--- config.mk ---
export PLATFORM = sky130hd
export DESIGN_NAME = three_channel_temp_smoother
export DESIGN_NICKNAME = d
export VERILOG_FILES = /design/src/tcs_pkg.sv /design/src/tcs_die_conv.sv /design/src/tcs_lane.sv /design/src/three_channel_temp_smoother.sv
export SDC_FILE = /design/constraint.sdc
export NUM_CORES = 2
export LEC_CHECK = 0
export ABC_AREA = 1
export BUFFER_PORTS_ARGS = -buffer_cell sky130_fd_sc_hd__buf_2
export CORE_MARGIN = 5
export CORE_UTILIZATION = 35
export CTS_BUF_LIST = sky130_fd_sc_hd__clkbuf_8 sky130_fd_sc_hd__clkbuf_16
export DETAILED_ROUTE_END_ITERATION = 8
export GPL_TIMING_DRIVEN = 0
export PLACE_DENSITY = 0.55
export SLEW_MARGIN = 10
export SYNTH_ARGS = -nofsm -noshare
export SYNTH_HDL_FRONTEND = slang
export SYNTH_SLANG_ARGS = --single-unit
--- constraint.sdc ---
create_clock -name clk_i -period 18.5 [get_ports clk_i]
set_clock_uncertainty 0.05 [all_clocks]
set_input_delay 3.7 -clock clk_i [delete_from_list [all_inputs] [get_ports clk_i]]
set_output_delay 3.7 -clock clk_i [all_outputs]
set_load 0.02 [all_outputs]
--- src/tcs_pkg.sv ---
// Shared types and constants of the three-channel temperature smoother.
// Used by tcs_die_conv, tcs_lane and three_channel_temp_smoother.
package tcs_pkg;

  localparam int unsigned TCS_FRAC_BITS    = 16;
  localparam int unsigned TCS_INT_BITS     = 15;
  localparam int unsigned TCS_OUT_SHIFT    = 7;
  localparam int unsigned TCS_WEIGHT_BITS  = 16;
  localparam int unsigned TCS_WORD_W       = 16;
  localparam int unsigned TCS_RAW_BITS     = 26;
  localparam int unsigned TCS_DIE_GAIN     = 537;
  localparam longint      TCS_DIE_OFFSET   = 900000;
  localparam int unsigned TCS_DIE_DIV      = 2950;
  localparam int unsigned TCS_REM_W        = 12;
  localparam int unsigned TCS_DIV_STEP     = 6;
  localparam int unsigned TCS_CHANNELS     = 3;
  localparam int unsigned TCS_DIE_TEMP_W   = 22;
  localparam int unsigned TCS_EXT_TEMP_W   = 16;
  localparam logic [16:0] TCS_WEIGHT_RESET = 17'd1311;

  localparam logic [1:0] CMD_FRAME   = 2'd0;
  localparam logic [1:0] CMD_RESTART = 2'd2;

  typedef enum logic [1:0] {
    ST_IDLE,
    ST_CONV,
    ST_SMOOTH,
    ST_HOLD
  } tcs_state_e;

  typedef struct packed {
    logic start;
    logic clear;
  } lane_ctrl_t;

endpackage

--- src/tcs_die_conv.sv ---
// Die word to fixed-point degrees: (w*537 - 900000) * 2^F / 2950, floored.
// Long division by the constant, several quotient bits per cycle. Uses tcs_pkg.
module tcs_die_conv
  import tcs_pkg::*;
#(
  parameter int unsigned FRAC_BITS = TCS_FRAC_BITS
) (
  input  logic                                    clk_i,
  input  logic                                    rst_ni,
  input  logic                                    start_i,
  input  logic [TCS_WORD_W-1:0]                   word_i,
  output logic                                    done_o,
  output logic signed [FRAC_BITS+TCS_INT_BITS-1:0] sample_o
);

  localparam int unsigned AW    = FRAC_BITS + TCS_INT_BITS;
  localparam int unsigned WD    = TCS_RAW_BITS + FRAC_BITS;
  localparam int unsigned NSTEP = (WD + TCS_DIV_STEP - 1) / TCS_DIV_STEP;
  localparam int unsigned NW    = NSTEP * TCS_DIV_STEP;
  localparam int unsigned CW    = $clog2(NSTEP);
  localparam longint      CBIAS = TCS_DIE_OFFSET * (longint'(1) << FRAC_BITS);
  localparam longint      Q0    = (CBIAS + TCS_DIE_DIV - 1) / TCS_DIE_DIV;
  localparam longint      OFFS  = Q0 * TCS_DIE_DIV - CBIAS;
  localparam logic [NW-1:0]          Q0_V  = NW'(Q0);
  localparam logic [NW-1:0]          OFF_V = NW'(OFFS);
  localparam logic [TCS_REM_W:0]     DIV_V = (TCS_REM_W + 1)'(TCS_DIE_DIV);
  localparam logic [CW-1:0]          LAST  = CW'(NSTEP - 1);

  logic [NW-1:0]           num_q, num_d, quo_q, quo_d;
  logic [TCS_REM_W-1:0]    rem_q, rem_d;
  logic [CW-1:0]           cnt_q;
  logic                    busy_q, last_q, done_q;
  logic signed [AW-1:0]    sample_q;
  logic [TCS_RAW_BITS-1:0] raw;

  assign raw = {(TCS_RAW_BITS-TCS_WORD_W)'(0), word_i} * TCS_RAW_BITS'(TCS_DIE_GAIN);

  always_comb begin
    logic [TCS_REM_W:0] trial;
    rem_d = rem_q;
    num_d = num_q;
    quo_d = quo_q;
    for (int k = 0; k < TCS_DIV_STEP; k++) begin
      trial = {rem_d, num_d[NW-1]};
      num_d = num_d << 1;
      if (trial >= DIV_V) begin
        rem_d = TCS_REM_W'(trial - DIV_V);
        quo_d = {quo_d[NW-2:0], 1'b1};
      end else begin
        rem_d = trial[TCS_REM_W-1:0];
        quo_d = {quo_d[NW-2:0], 1'b0};
      end
    end
  end

  always_ff @(posedge clk_i or negedge rst_ni) begin
    if (!rst_ni) begin
      busy_q <= 1'b0;
      last_q <= 1'b0;
      done_q <= 1'b0;
      cnt_q  <= '0;
      rem_q  <= '0;
    end else begin
      done_q <= last_q;
      last_q <= 1'b0;
      if (start_i) begin
        busy_q <= 1'b1;
        cnt_q  <= '0;
        rem_q  <= '0;
      end else if (busy_q) begin
        rem_q <= rem_d;
        cnt_q <= cnt_q + CW'(1);
        if (cnt_q == LAST) begin
          busy_q <= 1'b0;
          last_q <= 1'b1;
        end
      end
    end
  end

  always_ff @(posedge clk_i) begin
    if (start_i) begin
      num_q <= (NW'(raw) << FRAC_BITS) + OFF_V;
      quo_q <= '0;
    end else if (busy_q) begin
      num_q <= num_d;
      quo_q <= quo_d;
    end
    if (last_q) begin
      sample_q <= AW'(quo_q - Q0_V);
    end
  end

  assign done_o   = done_q;
  assign sample_o = sample_q;

`ifndef SYNTHESIS
  a_rem_bound: assert property (@(posedge clk_i) disable iff (!rst_ni)
    rem_q < DIV_V[TCS_REM_W-1:0])
    else $error("division remainder out of range");
  a_one_phase: assert property (@(posedge clk_i) disable iff (!rst_ni)
    $onehot0({busy_q, last_q, done_q}))
    else $error("converter phases overlap");
`endif

endmodule

--- src/tcs_lane.sv ---
// One smoothing lane: exponential average of one channel, load on first sample
// or at a weight of 1.0 or more. Split multiply over registered partial products. Uses tcs_pkg.
module tcs_lane
  import tcs_pkg::*;
#(
  parameter int unsigned FRAC_BITS = TCS_FRAC_BITS
) (
  input  logic                                     clk_i,
  input  logic                                     rst_ni,
  input  lane_ctrl_t                               ctrl_i,
  input  logic signed [FRAC_BITS+TCS_INT_BITS-1:0] sample_i,
  input  logic [TCS_WEIGHT_BITS:0]                 weight_i,
  output logic                                     done_o,
  output logic [TCS_DIE_TEMP_W-1:0]                temp_o
);

  localparam int unsigned AW = FRAC_BITS + TCS_INT_BITS;
  localparam int unsigned DW = AW + 1;
  localparam int unsigned H  = DW / 2;
  localparam int unsigned PH = DW - H + TCS_WEIGHT_BITS + 1;
  localparam int unsigned PL = H + TCS_WEIGHT_BITS;
  localparam int unsigned SW = DW + TCS_WEIGHT_BITS + 1;
  localparam int unsigned SH = FRAC_BITS - TCS_OUT_SHIFT;
  localparam logic [AW-1:0] BIAS = AW'((longint'(1) << SH) - 1);

  logic signed [AW-1:0] avg_q, rnd;
  logic                 primed_q;
  logic signed [DW-1:0] diff_q;
  logic signed [PH-1:0] phi_q;
  logic [PL-1:0]        plo_q;
  logic signed [SW-1:0] sum_q, sum_d, shr;
  logic                 v1_q, v2_q, v3_q, done_q;

  assign sum_d = ($signed(SW'(phi_q)) <<< H) + $signed({(SW-PL)'(0), plo_q});
  assign shr   = sum_q >>> TCS_WEIGHT_BITS;

  always_ff @(posedge clk_i or negedge rst_ni) begin
    if (!rst_ni) begin
      primed_q <= 1'b0;
      avg_q    <= '0;
      v1_q     <= 1'b0;
      v2_q     <= 1'b0;
      v3_q     <= 1'b0;
      done_q   <= 1'b0;
    end else begin
      v1_q   <= 1'b0;
      v2_q   <= v1_q;
      v3_q   <= v2_q;
      done_q <= v3_q;
      if (ctrl_i.clear) begin
        primed_q <= 1'b0;
      end
      if (ctrl_i.start) begin
        if (!primed_q || weight_i[TCS_WEIGHT_BITS]) begin
          avg_q    <= sample_i;
          primed_q <= 1'b1;
          done_q   <= 1'b1;
        end else begin
          v1_q <= 1'b1;
        end
      end
      if (v3_q) begin
        avg_q <= avg_q + AW'(shr);
      end
    end
  end

  always_ff @(posedge clk_i) begin
    if (ctrl_i.start) begin
      diff_q <= DW'(sample_i) - DW'(avg_q);
    end
    if (v1_q) begin
      plo_q <= diff_q[H-1:0] * weight_i[TCS_WEIGHT_BITS-1:0];
      phi_q <= $signed(diff_q[DW-1:H]) * $signed({1'b0, weight_i[TCS_WEIGHT_BITS-1:0]});
    end
    if (v2_q) begin
      sum_q <= sum_d;
    end
  end

  assign rnd    = avg_q + (avg_q[AW-1] ? $signed(BIAS) : $signed(AW'(0)));
  assign temp_o = TCS_DIE_TEMP_W'(rnd >>> SH);
  assign done_o = done_q;

`ifndef SYNTHESIS
  a_done_primed: assert property (@(posedge clk_i) disable iff (!rst_ni)
    done_q |-> primed_q)
    else $error("lane finished without a loaded average");
  a_one_stage: assert property (@(posedge clk_i) disable iff (!rst_ni)
    $onehot0({v1_q, v2_q, v3_q, done_q}))
    else $error("lane stages overlap");
`endif

endmodule

--- src/three_channel_temp_smoother.sv ---
// Top level of the three-channel temperature smoother.
// Instantiates tcs_die_conv and three tcs_lane copies; uses tcs_pkg.
//
// Usage:
//   Input words on s_axis: tuser carries the command (frame, failed read,
//   restart), tdata the die word and two external sensor words.
//   Each accepted word yields exactly one result word on m_axis: tuser is
//   the ok flag, tdata the three smoothed temperatures in 1/128 degree.
//   A frame is converted by the radix-64 divider of the die conversion,
//   then smoothed in the lanes' product, sum and average registers.
//   The first frame after reset or restart, and any frame at a weight of 1.0
//   or more, loads the averages directly and skips those lane registers.
//   A failed read or restart skips the divider and the lanes.
//   One word is worked on at a time; s_axis_tready_o is high while idle, so
//   a new word is taken only once the last result has gone to the output register.
//   The result sits in an output register; a new word is accepted while it
//   waits, and a finished result waits in the lanes until that register frees.
//   Reset clears the averages and primed flags and sets the weight to 1311.
//   cfg_we_i writes the smoothing weight (Q16); write only while idle.
module three_channel_temp_smoother
  import tcs_pkg::*;
#(
  parameter int unsigned FRACTION_BITS = TCS_FRAC_BITS
) (
  input  logic        clk_i,
  input  logic        rst_ni,
  input  logic        cfg_we_i,
  input  logic [16:0] cfg_wdata_i,
  input  logic        s_axis_tvalid_i,
  output logic        s_axis_tready_o,
  // die_word [15:0], first_sensor_word [31:16], second_sensor_word [47:32]
  input  logic [47:0] s_axis_tdata_i,
  // cmd [1:0]
  input  logic [1:0]  s_axis_tuser_i,
  output logic        m_axis_tvalid_o,
  input  logic        m_axis_tready_i,
  // die_temp [21:0], first_sensor_temp [37:22], second_sensor_temp [53:38]
  output logic [55:0] m_axis_tdata_o,
  // ok [0]
  output logic [0:0]  m_axis_tuser_o
);

  localparam int unsigned AW = FRACTION_BITS + TCS_INT_BITS;
  localparam int unsigned XS = FRACTION_BITS - TCS_OUT_SHIFT;

  tcs_state_e                state_q, state_d;
  logic [TCS_WEIGHT_BITS:0]  weight_q;
  logic [TCS_WORD_W-1:0]     w1_q, w2_q;
  logic                      frame_q, frame_d;
  logic                      m_valid_q;
  logic [55:0]               m_data_q;
  logic                      m_ok_q;
  logic                      accept, load_out, conv_start, conv_done;
  lane_ctrl_t                lane_ctrl;
  logic signed [AW-1:0]      die_sample;
  logic signed [AW-1:0]      lane_sample [TCS_CHANNELS];
  logic [TCS_DIE_TEMP_W-1:0] lane_temp [TCS_CHANNELS];
  logic [TCS_CHANNELS-1:0]   lane_done;

  assign accept     = s_axis_tvalid_i && s_axis_tready_o;
  assign conv_start = accept && (s_axis_tuser_i == CMD_FRAME);

  always_ff @(posedge clk_i or negedge rst_ni) begin
    if (!rst_ni) begin
      state_q   <= ST_IDLE;
      weight_q  <= TCS_WEIGHT_RESET;
      frame_q   <= 1'b0;
      m_valid_q <= 1'b0;
    end else begin
      state_q <= state_d;
      frame_q <= frame_d;
      if (cfg_we_i) begin
        weight_q <= cfg_wdata_i;
      end
      if (load_out) begin
        m_valid_q <= 1'b1;
      end else if (m_axis_tready_i) begin
        m_valid_q <= 1'b0;
      end
    end
  end

  always_ff @(posedge clk_i) begin
    if (conv_start) begin
      w1_q <= s_axis_tdata_i[31:16];
      w2_q <= s_axis_tdata_i[47:32];
    end
    if (load_out) begin
      m_ok_q   <= frame_q;
      m_data_q <= frame_q ? {2'b00, lane_temp[2][TCS_EXT_TEMP_W-1:0],
                             lane_temp[1][TCS_EXT_TEMP_W-1:0], lane_temp[0]} : '0;
    end
  end

  always_comb begin
    state_d         = state_q;
    frame_d         = frame_q;
    s_axis_tready_o = 1'b0;
    lane_ctrl.start = 1'b0;
    lane_ctrl.clear = 1'b0;
    load_out        = 1'b0;
    case (state_q)
      ST_IDLE: begin
        s_axis_tready_o = 1'b1;
        if (accept) begin
          frame_d         = (s_axis_tuser_i == CMD_FRAME);
          lane_ctrl.clear = (s_axis_tuser_i == CMD_RESTART);
          state_d         = (s_axis_tuser_i == CMD_FRAME) ? ST_CONV : ST_HOLD;
        end
      end
      ST_CONV: begin
        if (conv_done) begin
          lane_ctrl.start = 1'b1;
          state_d         = ST_SMOOTH;
        end
      end
      ST_SMOOTH: begin
        if (&lane_done) begin
          state_d = ST_HOLD;
        end
      end
      ST_HOLD: begin
        if (!m_valid_q || m_axis_tready_i) begin
          load_out = 1'b1;
          state_d  = ST_IDLE;
        end
      end
      default: state_d = ST_IDLE;
    endcase
  end

  tcs_die_conv #(
    .FRAC_BITS(FRACTION_BITS)
  ) u_die_conv (
    .clk_i    (clk_i),
    .rst_ni   (rst_ni),
    .start_i  (conv_start),
    .word_i   (s_axis_tdata_i[15:0]),
    .done_o   (conv_done),
    .sample_o (die_sample)
  );

  assign lane_sample[0] = die_sample;
  assign lane_sample[1] = $signed({{(AW-TCS_WORD_W){w1_q[TCS_WORD_W-1]}}, w1_q}) <<< XS;
  assign lane_sample[2] = $signed({{(AW-TCS_WORD_W){w2_q[TCS_WORD_W-1]}}, w2_q}) <<< XS;

  for (genvar g = 0; g < TCS_CHANNELS; g++) begin : g_lane
    tcs_lane #(
      .FRAC_BITS(FRACTION_BITS)
    ) u_lane (
      .clk_i    (clk_i),
      .rst_ni   (rst_ni),
      .ctrl_i   (lane_ctrl),
      .sample_i (lane_sample[g]),
      .weight_i (weight_q),
      .done_o   (lane_done[g]),
      .temp_o   (lane_temp[g])
    );
  end

  assign m_axis_tvalid_o = m_valid_q;
  assign m_axis_tdata_o  = m_data_q;
  assign m_axis_tuser_o  = m_ok_q;

`ifndef SYNTHESIS
  a_lanes_together: assert property (@(posedge clk_i) disable iff (!rst_ni)
    (|lane_done) |-> (&lane_done))
    else $error("lanes finished out of step");
  a_conv_in_conv: assert property (@(posedge clk_i) disable iff (!rst_ni)
    conv_done |-> (state_q == ST_CONV))
    else $error("die conversion finished outside its state");
`endif

endmodule
==> impl_metrics.tcl <==
set metrics [dict create \
    status "finished clean" \
    critPathMaxStageDelay_ps 940 \
    cts_tree "built" \
    tightest_slew_ps 1480 \
    hold_buffers 0 \
    drt_iter0_drc 4845 \
    grt_pass1_vias 69820 \
    drc_errors 0 \
    path_common_cell "a21oi_1" \
    nets 12519 \
    synth_seq_area_share 0.215 \
    finalCritPeriodShare 0.578 \
    cts.path.max_buffers 3 \
    dieWidth_um 508 \
    coreArea_um2 246000 \
    cp-end-kind "flip-flop" \
    drtPass1Iterations 6 \
    async_flop_share 0.224 \
    cp_max_fo 10 \
    setup_viol 0 \
    port_buffers 128 \
    tns_ps 0 \
    ys_types 61 \
    yosys-top-cells-area "fa_1 27%, edfxtp_1 17%, ha_1 14%" \
    netlist_area_um2 86700 \
    startpoint_type "flip-flop" \
    post-cts-setup-buffer-count 0 \
    synthFlopType "edfxtp_1" \
    cts-resized-gates 0 \
    grt.total_usage 0.217 \
    synth-seq-cells 657 \
    maxCapViolCount 0 \
    syn_to_final_growth_pct 9.43 \
    syn_avg_cell_area_um2 8.61 \
    globalplace.congestion 0.977 \
    cts-root-buf "clkbuf_16" \
    finalCriticalPeriod_ps 10680 \
    ys_warn_count 0 \
    finalHoldViolCount 0 \
    ios 131 \
    finalWirelength_mm 279 \
    yosysTopAreaCell "fa_1" \
    ant_nets 0 \
    cp.arrival_ps 11120 \
    syn-instance-count 10077 \
    via_per_inst 4.89 \
    grt_pass1_wl_mm 423 \
    reg2regPathDepth 34 \
    synth_top_area_frac 0.274 \
    antenna_found_initial 16 \
    initial_core_util 0.352 \
    cts_num_sinks 657 \
    max_slew_margin 0.0161 \
    fp.dieH_um 508 \
    crit_path_top_delay_cell "clkbuf_1" \
    grt_max_degree 67 \
    whs_path_depth 0 \
    cts.clk_slew.worst_paths_ps 60 \
    design.die.area_um2 258000 \
    num_rows 182 \
    worstPathRequired_ps 18940 \
    htreeDepth 3 \
    criticalPathCategory "flip-flop to flip-flop" \
    cts_buffers 84 \
    drive_above_1_share 0.0430 \
    dp_hpwl_mm 227 \
    min_path_type "flip-flop to flip-flop" \
    wl_per_cell_um 20.4 \
    clock_latency_ps 740 \
    grt_overflow_total 0 \
    rsz0062_at_grt "no" \
    max_freq_mhz 93.6 \
    drv_slew 0 \
    vias 67005 \
    synth_edf_count 479 \
]
layout by cell type (no fill, tap or decap), types with 45 or more instances in the layout:
cell,count
a21oi_1,415
buf_1,45
buf_2,137
clkbuf_1,315
clkbuf_16,85
dfrtp_1,133
edfxtp_1,479
fa_1,1188
ha_1,954
inv_1,2549
nand2_1,2228
nand3_1,200
nand4_1,73
nor2_1,293
nor3_1,59
o21ai_0,233
o21bai_1,55
xnor2_1,126
xor2_1,310
kinds of logic after synthesis:
group / count (synthesis) / share of synthesized area
AND/OR/NAND/NOR: 2962 / 0.139
buffers and inverters: 2957 / 0.129
adder cells (fa/ha/maj): 2142 / 0.412
AO/OA/AOI/OAI: 921 / 0.0604
flip-flops: 657 / 0.215
XOR/XNOR: 436 / 0.0440
other: 1 / 0.0000432
multiplexers: 1 / 0.000130
path summary, 6_finish.rpt:
kind,to,slack [ps],start
max in group asynchronous,u_die_conv.last_q,14420,rst_ni
hold / removal,u_die_conv.sample_o[0],410,u_die_conv.quo_q[0]
setup reg to reg,g_lane[1].u_lane.plo_q[30],7820,weight_q[1]
min in group asynchronous,g_lane[2].u_lane.avg_q[7],2790,rst_ni
setup / recovery,g_lane[1].u_lane.plo_q[30],7820,weight_q[1]
hold reg to reg,u_die_conv.sample_o[0],410,u_die_conv.quo_q[0]
layout make-up:
| type | instances | area, µm² |
|---|---|---|
| repair buffers | 141 | 932 |
| fillers | 25192 | 151000 |
| inverters | 2550 | 9590 |
| diodes | 11 | 27.5 |
| flip-flops and latches | 657 | 18700 |
| plain buffers | 407 | 1650 |
| clock inverters | 70 | 836 |
| well taps | 3312 | 4140 |
| multi-input cells | 6464 | 56900 |
| clock buffers | 88 | 2170 |
Yosys cell counts, types with 7 or more instances:
master / number
dfxtp_1: 31
o21bai_1: 55
a31oi_1: 24
fa_1: 1188
nand3_1: 200
nor3_1: 60
a22oi_1: 25
dfstp_2: 7
o211ai_1: 44
o22ai_1: 34
ha_1: 954
nand2_2: 39
nor2_2: 16
o21ai_0: 233
edfxtp_1: 479
dfrtp_1: 140
buf_6: 7
xnor2_1: 126
o21ai_1: 8
a21oi_1: 415
clkbuf_1: 340
or2_2: 7
a21o_1: 18
xor2_1: 310
nor2_1: 294
buf_1: 49
inv_2: 14
nand4_1: 73
nor4_1: 8
nand2_1: 2228
nand3_4: 8
a211oi_1: 20
o221ai_1: 19
inv_1: 2532
through the flow:
| stage | area, µm² | util | setup slack (ps) | hold slack [ps] | cells |
|---|---|---|---|---|---|
| detailed placement | 91900 | 0.373 | 8080 | 399 | 13531 |
| floorplan | 86700 | - | 10770 | 380 | 10078 |
| CTS | 94900 | 0.385 | 8040 | 414 | 13689 |
| finish | 94900 | 0.385 | 7820 | 410 | 13700 |
| global placement | 91500 | 0.371 | 7590 | 397 | 13518 |
| global route | 94900 | 0.385 | 7510 | 423 | 13690 |
routing by layer:
layer,vias to the layer above,share of wire,global-route usage
met4,4,0.061,0.110
met2,2219,0.45,0.349
met1,33144,0.42,0.280
met5,-,0.000090,0
met3,592,0.072,0.0389
li1,31046,-,-
sequential cells by signal, summed over array words and instances (netlist names), 48 cells and up:
signal,cells
g_lane.u_lane.avg_q,93
g_lane.u_lane.sum_q,93
g_lane.u_lane.diff_q,96
g_lane.u_lane.phi_q,93
g_lane.u_lane.plo_q,48
m_axis_tdata_o,54
worst max-delay path, delay by kind of cell, from the launching register on:
kind | cells | cell delay, ps
flops | 1 | 520
compound gates | 13 | 2670
buf+inv | 8 | 2910
simple gates | 5 | 590
xor+xnor | 1 | 250
fa+ha+maj | 7 | 3370
Power is left out: the tool's default activity adds up to more than one toggle a clock period on the data nets, which glitch-free logic cannot reach.
